### config.mk
export PLATFORM = sky130hd
export DESIGN_NAME = api_frame_receive_parser
export DESIGN_NICKNAME = d
export VERILOG_FILES = /design/src/sv/apfr_pkg.sv /design/src/sv/apfr_ram.sv /design/src/sv/api_frame_receive_parser.sv
export SDC_FILE = /design/constraint.sdc
export NUM_CORES = 1
export LEC_CHECK = 0
export BUFFER_PORTS_ARGS = -buffer_cell sky130_fd_sc_hd__buf_2
export CAP_MARGIN = 20
export CORE_UTILIZATION = 55
export CTS_BUF_LIST = sky130_fd_sc_hd__clkbuf_16
export DETAILED_ROUTE_END_ITERATION = 16
export PLACE_DENSITY = 0.75
export SYNTH_ARGS = -nofsm -noshare
export SYNTH_HDL_FRONTEND = slang
export SYNTH_SLANG_ARGS = --single-unit
### constraint.sdc
create_clock -name clk -period 6.98 [get_ports clk]
set_clock_uncertainty 0.2 [all_clocks]
set_input_delay 0.349 -clock clk [delete_from_list [all_inputs] [get_ports clk]]
set_output_delay 0.349 -clock clk [all_outputs]
set_load 0.02 [all_outputs]
### src/sv/apfr_pkg.sv
`timescale 1ns / 1ps

package apfr_pkg;

  localparam int unsigned MAX_DATA_BYTES = 64;

  localparam logic [7:0] START_BYTE     = 8'h7E;
  localparam logic [7:0] TYPE_RX_PACKET = 8'h90;
  localparam logic [7:0] TYPE_TX_STATUS = 8'h8B;

  localparam int unsigned RX_HEADER_BYTES = 12;
  localparam int unsigned TX_MIN_BYTES    = 7;
  localparam int unsigned ADDR_BYTES      = 8;

  localparam int unsigned OFS_TYPE      = 0;
  localparam int unsigned OFS_FRAME_ID  = 1;
  localparam int unsigned OFS_RETRY     = 4;
  localparam int unsigned OFS_DELIVERY  = 5;
  localparam int unsigned OFS_DISCOVERY = 6;
  localparam int unsigned OFS_OPTIONS   = 11;

  localparam logic KIND_RX_PACKET = 1'b0;
  localparam logic KIND_TX_STATUS = 1'b1;

endpackage

### src/sv/apfr_ram.sv
`timescale 1ns / 1ps

module apfr_ram #(
  parameter int unsigned WIDTH = 8,
  parameter int unsigned DEPTH = 64
) (
  input  logic                     clk,
  input  logic                     we,
  input  logic [$clog2(DEPTH)-1:0] waddr,
  input  logic [WIDTH-1:0]         wdata,
  input  logic                     re,
  input  logic [$clog2(DEPTH)-1:0] raddr,
  output logic [WIDTH-1:0]         rdata
);

  logic [WIDTH-1:0] mem [DEPTH];

  always_ff @(posedge clk) begin
    if (we) begin
      mem[waddr] <= wdata;
    end
    if (re) begin
      rdata <= mem[raddr];
    end
  end

endmodule

### src/sv/api_frame_receive_parser.sv
`timescale 1ns / 1ps
// After the checksum byte, a status result or an empty receive packet passes through
// ST_SINGLE to the output registers; each payload result through ST_READ, then ST_LOAD.
// Throughput: one byte per cycle while parsing; a receive packet then emits its results
// in turn (buffer read, then output load once output is free); rx input is held off.
// Reset: parser returns to start-byte hunt, output empties; buffer is not cleared.
module api_frame_receive_parser #(
  parameter int unsigned MAX_DATA_BYTES = apfr_pkg::MAX_DATA_BYTES
) (
  input  logic        clk,
  input  logic        rst,
  input  logic        in_valid,
  output logic        in_ready,
  input  logic [7:0]  rx_byte,
  output logic        out_valid,
  input  logic        out_ready,
  output logic        frame_kind,
  output logic [63:0] source_address,
  output logic [7:0]  receive_options,
  output logic [5:0]  payload_length,
  output logic [7:0]  payload_byte,
  output logic        payload_present,
  output logic [7:0]  status_frame_id,
  output logic [7:0]  delivery_status,
  output logic [7:0]  retry_count,
  output logic [7:0]  discovery_status,
  output logic        last_of_frame
);

  localparam int unsigned AW = $clog2(MAX_DATA_BYTES);
  localparam int unsigned CW = $clog2(MAX_DATA_BYTES + 1);

  typedef enum logic [2:0] {
    ST_WAIT,
    ST_LEN_HI,
    ST_LEN_LO,
    ST_DATA,
    ST_CHECK,
    ST_READ,
    ST_LOAD,
    ST_SINGLE
  } state_t;

  state_t         state;
  logic [7:0]     len_hi;
  logic [CW-1:0]  exp_len;
  logic [CW-1:0]  rcv_count;
  logic [7:0]     run_sum;
  logic [7:0]     type_byte;
  logic [63:0]    addr_reg;
  logic [7:0]     opts_reg;
  logic [7:0]     fid_reg;
  logic [7:0]     retry_reg;
  logic [7:0]     deliv_reg;
  logic [7:0]     disc_reg;
  logic           single_status;
  logic [CW-1:0]  emit_idx;

  logic           in_fire;
  logic           out_free;
  logic           out_load;
  logic [15:0]    full_len;
  logic [CW-1:0]  rcv_count_next;
  logic [CW-1:0]  plen;
  logic           emit_last;
  logic           sum_ok;
  logic           rx_ok;
  logic           tx_ok;
  logic           ram_we;
  logic           ram_re;
  logic [AW-1:0]  ram_raddr;
  logic [7:0]     ram_rdata;

  assign in_ready       = (state == ST_WAIT) || (state == ST_LEN_HI) || (state == ST_LEN_LO)
                          || (state == ST_DATA) || (state == ST_CHECK);
  assign in_fire        = in_valid && in_ready;
  assign out_free       = !out_valid || out_ready;
  assign out_load       = ((state == ST_LOAD) || (state == ST_SINGLE)) && out_free;
  assign full_len       = {len_hi, rx_byte};
  assign rcv_count_next = rcv_count + CW'(1);
  assign plen           = exp_len - CW'(apfr_pkg::RX_HEADER_BYTES);
  assign emit_last      = (emit_idx + CW'(1)) == plen;
  assign sum_ok         = (run_sum + rx_byte) == 8'hFF;
  assign rx_ok          = (type_byte == apfr_pkg::TYPE_RX_PACKET)
                          && (exp_len >= CW'(apfr_pkg::RX_HEADER_BYTES));
  assign tx_ok          = (type_byte == apfr_pkg::TYPE_TX_STATUS)
                          && (exp_len >= CW'(apfr_pkg::TX_MIN_BYTES));

  assign ram_we    = in_fire && (state == ST_DATA);
  assign ram_re    = (state == ST_READ);
  assign ram_raddr = AW'(emit_idx + CW'(apfr_pkg::RX_HEADER_BYTES));

  apfr_ram #(
    .WIDTH(8),
    .DEPTH(MAX_DATA_BYTES)
  ) u_buf (
    .clk  (clk),
    .we   (ram_we),
    .waddr(rcv_count[AW-1:0]),
    .wdata(rx_byte),
    .re   (ram_re),
    .raddr(ram_raddr),
    .rdata(ram_rdata)
  );

  always_ff @(posedge clk) begin
    if (rst) begin
      state     <= ST_WAIT;
      out_valid <= 1'b0;
      rcv_count <= '0;
      run_sum   <= '0;
      exp_len   <= '0;
      emit_idx  <= '0;
    end else begin
      if (out_load) begin
        out_valid <= 1'b1;
      end else if (out_valid && out_ready) begin
        out_valid <= 1'b0;
      end
      case (state)
        ST_WAIT: begin
          if (in_fire && rx_byte == apfr_pkg::START_BYTE) begin
            state <= ST_LEN_HI;
          end
        end
        ST_LEN_HI: begin
          if (in_fire) begin
            len_hi <= rx_byte;
            state  <= ST_LEN_LO;
          end
        end
        ST_LEN_LO: begin
          if (in_fire) begin
            if (full_len == 16'd0 || full_len > 16'(MAX_DATA_BYTES)) begin
              state <= ST_WAIT;
            end else begin
              exp_len   <= CW'(full_len);
              rcv_count <= '0;
              run_sum   <= '0;
              state     <= ST_DATA;
            end
          end
        end
        ST_DATA: begin
          if (in_fire) begin
            run_sum   <= run_sum + rx_byte;
            rcv_count <= rcv_count_next;
            if (rcv_count == CW'(apfr_pkg::OFS_TYPE)) begin
              type_byte <= rx_byte;
            end
            if (rcv_count >= CW'(1) && rcv_count <= CW'(apfr_pkg::ADDR_BYTES)) begin
              addr_reg <= {addr_reg[55:0], rx_byte};
            end
            if (rcv_count == CW'(apfr_pkg::OFS_FRAME_ID)) begin
              fid_reg <= rx_byte;
            end
            if (rcv_count == CW'(apfr_pkg::OFS_RETRY)) begin
              retry_reg <= rx_byte;
            end
            if (rcv_count == CW'(apfr_pkg::OFS_DELIVERY)) begin
              deliv_reg <= rx_byte;
            end
            if (rcv_count == CW'(apfr_pkg::OFS_DISCOVERY)) begin
              disc_reg <= rx_byte;
            end
            if (rcv_count == CW'(apfr_pkg::OFS_OPTIONS)) begin
              opts_reg <= rx_byte;
            end
            if (rcv_count_next >= exp_len) begin
              state <= ST_CHECK;
            end
          end
        end
        ST_CHECK: begin
          if (in_fire) begin
            if (sum_ok && rx_ok) begin
              single_status <= apfr_pkg::KIND_RX_PACKET;
              emit_idx      <= '0;
              state         <= (plen == '0) ? ST_SINGLE : ST_READ;
            end else if (sum_ok && tx_ok) begin
              single_status <= apfr_pkg::KIND_TX_STATUS;
              state         <= ST_SINGLE;
            end else begin
              state <= ST_WAIT;
            end
          end
        end
        ST_READ: begin
          state <= ST_LOAD;
        end
        ST_LOAD: begin
          if (out_free) begin
            frame_kind       <= apfr_pkg::KIND_RX_PACKET;
            source_address   <= addr_reg;
            receive_options  <= opts_reg;
            payload_length   <= 6'(plen);
            payload_byte     <= ram_rdata;
            payload_present  <= 1'b1;
            status_frame_id  <= '0;
            delivery_status  <= '0;
            retry_count      <= '0;
            discovery_status <= '0;
            last_of_frame    <= emit_last;
            emit_idx         <= emit_idx + CW'(1);
            state            <= emit_last ? ST_WAIT : ST_READ;
          end
        end
        ST_SINGLE: begin
          if (out_free) begin
            frame_kind      <= single_status;
            payload_length  <= '0;
            payload_byte    <= '0;
            payload_present <= 1'b0;
            last_of_frame   <= 1'b1;
            if (single_status == apfr_pkg::KIND_TX_STATUS) begin
              source_address   <= '0;
              receive_options  <= '0;
              status_frame_id  <= fid_reg;
              delivery_status  <= deliv_reg;
              retry_count      <= retry_reg;
              discovery_status <= disc_reg;
            end else begin
              source_address   <= addr_reg;
              receive_options  <= opts_reg;
              status_frame_id  <= '0;
              delivery_status  <= '0;
              retry_count      <= '0;
              discovery_status <= '0;
            end
            state <= ST_WAIT;
          end
        end
        default: begin
          state <= ST_WAIT;
        end
      endcase
    end
  end

endmodule
[Word-level counts from Yosys, hierarchy flattened]
Memory sizes are Yosys's and may differ from the RTL's. A register that Yosys moved wholly into a read port is not among the register bits.
Cells that the tools add are included.
Operators by class
  add/sub/neg operators: 5
  order comparisons: 6
  equality and inequality tests: 27
  mux-type cells: 64
  bitwise gates (word level): 2
  reductions and logical operators: 41
Operators with widths (number)
  two-way mux 64 bit: 3
  two-way mux 8 bit: 16
  one-hot mux 64 bit (2 select lines): 1
  one-hot mux 8 bit (2 select lines): 7
  AND reduction 4 bit: 11
  two-way mux 7 bit: 6
  two-way mux 3 bit: 11
  one-hot mux 7 bit (2 select lines): 2
  == test 8 bit, second input constant: 3
  one-hot mux 3 bit (8 select lines): 1
  == test 7 x 3 -> 1 bit, second input constant: 3
  > comparator 16 x 7 -> 1 bit, second input constant: 1
  logical NOT 16 bit: 1
  adder 7 x 1 -> 7 bit, second input constant: 2
  logical NOT 7 bit: 2
  inequality test 2 bit, second input constant: 7
  == test 3 bit, second input constant: 4
  two-way mux 6 bit: 2
  one-hot mux 6 bit (2 select lines): 1
  logical AND 1 bit: 10
  nonzero test 2 bit: 5
  two-way mux 1 bit: 9
  adder 8 bit: 1
  == test 8 x 7 -> 1 bit, second input constant: 1
  other kinds (21): 35
Storage, ports and cells
  flip-flop bits (word level): 275
  RAM bits: 512
  bits of input ports: 12
  output and inout bits: 123
  word-level logic and storage cells: 172
  memories: 1
Memories
  u_buf.mem: words 64, width 8, rd ports 1, clocked after Yosys merged registers in 1, write ports 1, RTL line apfr_ram.sv:16  | logic [WIDTH-1:0] mem [DEPTH];

[Depth between registers and ports, before layout]
  word-level depth: 9
  depth in mapped cells: 11
  mapped depth without buffers: 10

[Hierarchy]
Synthesis repeated with hierarchy kept, for this count alone.
Second synthesis, totals
  cells, all modules: 1704
  area, all modules: 31096.1 um2
Modules (own cells, without submodules)
  apfr_ram: times used 1, cells an instance 972, area an instance 20270.7 um2, sequential area each 15615.0 um2
  api_frame_receive_parser: times used 1, cells an instance 732, area an instance 10825.4 um2, sequential area each 7927.6 um2

[Least setup slack after synthesis]
OpenSTA, ideal clock, no wires.
  kind: reg-to-reg
  from: reg state[2]
  to: reg delivery_status[0], enable pin
  library setup time: 602 ps
  arrival time: 5828 ps
  required time: 6178 ps
  path slack: 349 ps
  cell stages (with the launch flop): 5
  buffers on the path: 2
  clock period less this slack: 6631 ps
  cells stage by stage: dfxtp_1 -> clkbuf_1 -> buf_2 -> nand3_1 -> nor2_1
Between the ends
  word-level cells in the longest chain between the ends: 3
  elaborated cells on any way between the ends: 6
  those cells by class: 4 x eq/ne; 2 x reduce/logical
Ends and longest elaborated chain
  start: declaration: RTL line api_frame_receive_parser.sv:44  | state_t state;
  start signal: assignment: RTL line api_frame_receive_parser.sv:179  | state <= (plen == '0) ? ST_SINGLE : ST_READ;
  start signal: assignment: RTL line api_frame_receive_parser.sv:205  | state <= emit_last ? ST_WAIT : ST_READ;
  == test 3 bit: RTL line api_frame_receive_parser.sv:120  | case (state)
  inequality test 2 bit (no source line) / nonzero test 2 bit (equally long branches)
  AND reduction 4 bit (no source line) (*)
  end signal: assignment: RTL line api_frame_receive_parser.sv:219  | delivery_status <= deliv_reg;
  end: declaration: RTL line api_frame_receive_parser.sv:24  | output logic [7:0] delivery_status,
Mark *: on every way between the ends. The rest lies on a longest branch, timed or not.
A chain may end at the register's enable or synchronous reset.

[Final worst setup path]
  from: reg emit_idx[0]
  to: reg u_buf.rdata[2], read port of u_buf.mem (data pin)
Between the ends
  word-level cells in the longest chain between the ends: 1
Ends and longest elaborated chain
  start: declaration: RTL line api_frame_receive_parser.sv:57  | logic [CW-1:0] emit_idx;
  start signal: assignment: RTL line api_frame_receive_parser.sv:204  | emit_idx <= emit_idx + CW'(1);
  adder 6 x 4 -> 6 bit: RTL line api_frame_receive_parser.sv:91  | assign ram_raddr = AW'(emit_idx + CW'(apfr_pkg::RX_HEADER_BYTES));
  end: declaration: RTL line apfr_ram.sv:13  | output logic [WIDTH-1:0] rdata
Every way passes these cells.

==> out/metrics.csv <==
stage,metric,value,unit
run_status,status,finished clean,
detailed_routing,DR iter-0 viols,1460,
floorplan,core area,0.0552,mm²
detailed_routing,DR vias/cell,6.02,
detailed_routing,vias after detailed routing,15300,
floorplan,row cnt,86,
power_and_ir_drop,Pwr Density,269,mW/mm²
sta,Period minus WS final,3.67,ns
yosys,register area share after synthesis,76.6,%
detailed_routing,DRC,0,
worst_setup_path,Critical R2R Capture,u_buf.rdata[2],
cts,CTS Buf Count,80,
worst_setup_path,CP Max Fanout,40,
sta,worst-margin pin slew,1.17,ns
detailed_routing,DR top layer,met4,
placement,post-placement cell area,0.0322,mm²
worst_setup_path,CP Class,register to register,
yosys,ys flop type,edfxtp_1,
placement,post-placement worst setup slack,3.22,ns
cts,CTS tree,built,
floorplan,die width,238,µm
worst_setup_path,r2r setup slk,3.31,ns
power_and_ir_drop,switching part of the total,19.6,%
final_layout,Nets,1770,
yosys,post-synthesis mux area share,12.0,%
yosys,top cell type's share of synthesized area,74.5,%
detailed_routing,WL met2,32900,µm
placement,DP HPWL,39300,µm
detailed_routing,Post-Route WL,65200,µm
detailed_routing,metal3 WL,5040,µm
yosys,post-synthesis compound-gate area fraction,2.06,%
cts,clk_lat worst skew,0.64,ns
power_and_ir_drop,peak supply drop,0.000249,V
worst_setup_path,Critical Path RT,7.16,ns
cts,Root Driver,clkbuf_16,
grt,first-pass GRT wire length,96600,µm
worst_setup_path,crit path from,emit_idx[0],
yosys,Mapped Nets,1599,
worst_setup_path,Worst Reg-to-Reg Cells,5,
sta,Fin. Hold Viols,0,
grt,GRT Util Overall,23.5,%
grt,grt ovf,0,
floorplan,die height,238,µm
sta,fmax,0.272,GHz
power_and_ir_drop,Reg power frac,55.5,%
final_layout,Syn-to-layout area delta,13.4,%
final_layout,Finished Cell Area,0.0349,mm²
sta,PnR worst setup slack,3.31,ns
yosys,Simple-Gate Fraction of Synth Area,5.93,%
floorplan,I/O pin count,135,
yosys,synthesized flop and latch total,795,
power_and_ir_drop,leakage power,0.0110,µW
yosys,synth warn,0,
cts,Worst-path clk slew,0.06,ns
worst_setup_path,CP arrival,3.85,ns
power_and_ir_drop,Total Power,9370,µW
floorplan,Initial Util,55.7,%
cts,post-CTS resize count,0,
sta,final setup vio count,0,
detailed_routing,DRT Pass-1 Iters,5,
sta,crit share post-route,52.6,%
detailed_routing,remaining antenna violation count,0,
cts,H-tree levels,3,
final_layout,Antenna Cells,0,
cts,clk sink count,795,
power_and_ir_drop,Pint,7540,µW
yosys,adder-cell share of the synthesized area,1.04,%
floorplan,die area,0.0568,mm²
worst_setup_path,CP Launch Type,register,
yosys,main combinational cell family by area after synthesis,multiplexers,
detailed_routing,routed len/inst,25.6,µm
sta,Fin Setup TNS,0,ns
placement,Port Buffers,134,
yosys,"Distinct cells, synth",57,
yosys,mean area per synthesized cell,19.7,µm²
placement,gpl congestion,0.875,
power_and_ir_drop,combinational group share of total power,0.9,%
yosys,number of synthesized flops with an enable pin,762,
detailed_routing,metal1 wirelength,25400,µm
cts,Clock Tree Buf Depth,3,
cts,CTS Hold Bufs,4,
cts,Post-CTS Setup Bufs,0,
final_layout,Fillers,3687,
placement,Placed Cells,2387,
final_layout,final instance count without filler cells,2547,
grt,number of global-route vias before repair,15400,
worst_setup_path,Critical Path End,u_buf.rdata[2],
sta,unrepaired setup endpoints after global routing,false,
job,Max Cap Violations,0,
yosys,XOR/XNOR Fraction of Synth Area,0.989,%
yosys,synthesized area,0.0307,mm²
yosys,synth top area cells,"edfxtp_1 74%, mux4_2 12%, dfxtp_1 2.1%, and2_1 1.7%, nor2_1 1.5%",
power_and_ir_drop,Clock power frac,43.6,%
yosys,Cells after Synth,1562,
grt,initial antenna violation count,2,
sta,Final Max Tran Viols,0,
grt,largest net degree at the start of global routing,78,
sta,normalized max-slew margin,22.0,%
final_layout,share of cells above drive strength 1,25.1,%
yosys,Yosys top cell by area,edfxtp_1,
worst_setup_path,Critical Path End Type,register,
power_and_ir_drop,P_sw,1830,µW
hold_path,Hold Crit Class,input pin to register,
worst_setup_path,FF-to-FF Start,emit_idx[0],
yosys,"count leader, synth",edfxtp_1,
yosys,Async SR Flop Fraction,0,%
yosys,Post-synth top cells,"762 x edfxtp_1, 160 x mux4_2, 122 x nor2_1",
final_layout,max reg flops,512,
==> metal layers <==
metal,vias up,GRT usage (%)
met5,-,0
met4,0,8.57
met3,129,4.73
met2,695,38.9
met1,7895,31.3
li1,6604,-
==> layout make-up <==
type,count,area [µm²],share of cell area (%)
Timing Repair Buffer,168,972,2.79
Multi-Input combinational cell,669,6810,19.5
Clock inverter,66,463,1.33
Sequential cell,795,23600,67.6
Clock buffer,82,2050,5.89
Inverter,19,71.3,0.205
Tap cell,748,936,2.69
==> worst max-delay path, stage by stage, from the launching register on <==
cell	delay [ns]
dfxtp_4	0.88
buf_4	0.70
mux4_2	0.63
mux4_2	0.52
a22oi_1	0.32
nand2_1	0.09
==> worst min-delay path by stage <==
stage                 endpoint  depth (start not counted)          from  slack [ns]
2_1_floorplan     addr_reg[10]                          0   addr_reg[2]        0.22
3_3_place_gp      addr_reg[57]                          0  addr_reg[49]        0.22
3_5_place_dp      addr_reg[15]                          0   addr_reg[7]        0.23
5_1_grt        u_buf.mem[4][5]                          1    rx_byte[5]        0.05
6_report       u_buf.mem[4][5]                          1    rx_byte[5]        0.05
4_1_cts        u_buf.mem[4][5]                          1    rx_byte[5]        0.02
==> logic make-up after synthesis <==
group	count (synthesis)
AOI/OAI and AO/OA	91
adders and majority gates	25
and+or+nand+nor	352
DFF	795
muxes	168
xor gates and xnor gates	33
buffers and inverters	98
==> power groups by stage <==
stage | clock network (µW) | registers [µW] | logic (µW)
finish | 4080 | 5200 | 85.0
global route | 4330 | 5200 | 92.3
CTS | 4130 | 5200 | 86.2
detailed placement | 0 | 5300 | 84.5
global placement | 0 | 5300 | 79.1
floorplan | 0 | 5300 | 13.5
==> metrics by stage <==
stage                     util [%]  hold slack [ns]
after global placement        58.3            0.221
after CTS                     63.0           0.0217
after global routing          63.1           0.0450
after floorplan                  -            0.217
final                         63.1           0.0519
after detailed placement      58.3            0.225
==> cell usage in the layout, fill, tap and decap left out, drive strengths merged, types with 5 or more instances in the layout <==
master and count:
o21ai 10, nand4 6, nor3 13, and3 37, dfxtp 33, nor4 11
nand2b 6, nand3 12, inv 45, edfxtp 762, bufinv 5, nor2 122
nand2 35, ha 24, clkinv 34, buf 164, mux2i 7, xnor2 21
a21oi 21, mux4 160, clkbuf 82, and2 84, a22oi 26, a211oi 10
xor2 11
No activity file was read; power rests on OpenSTA's default activity.
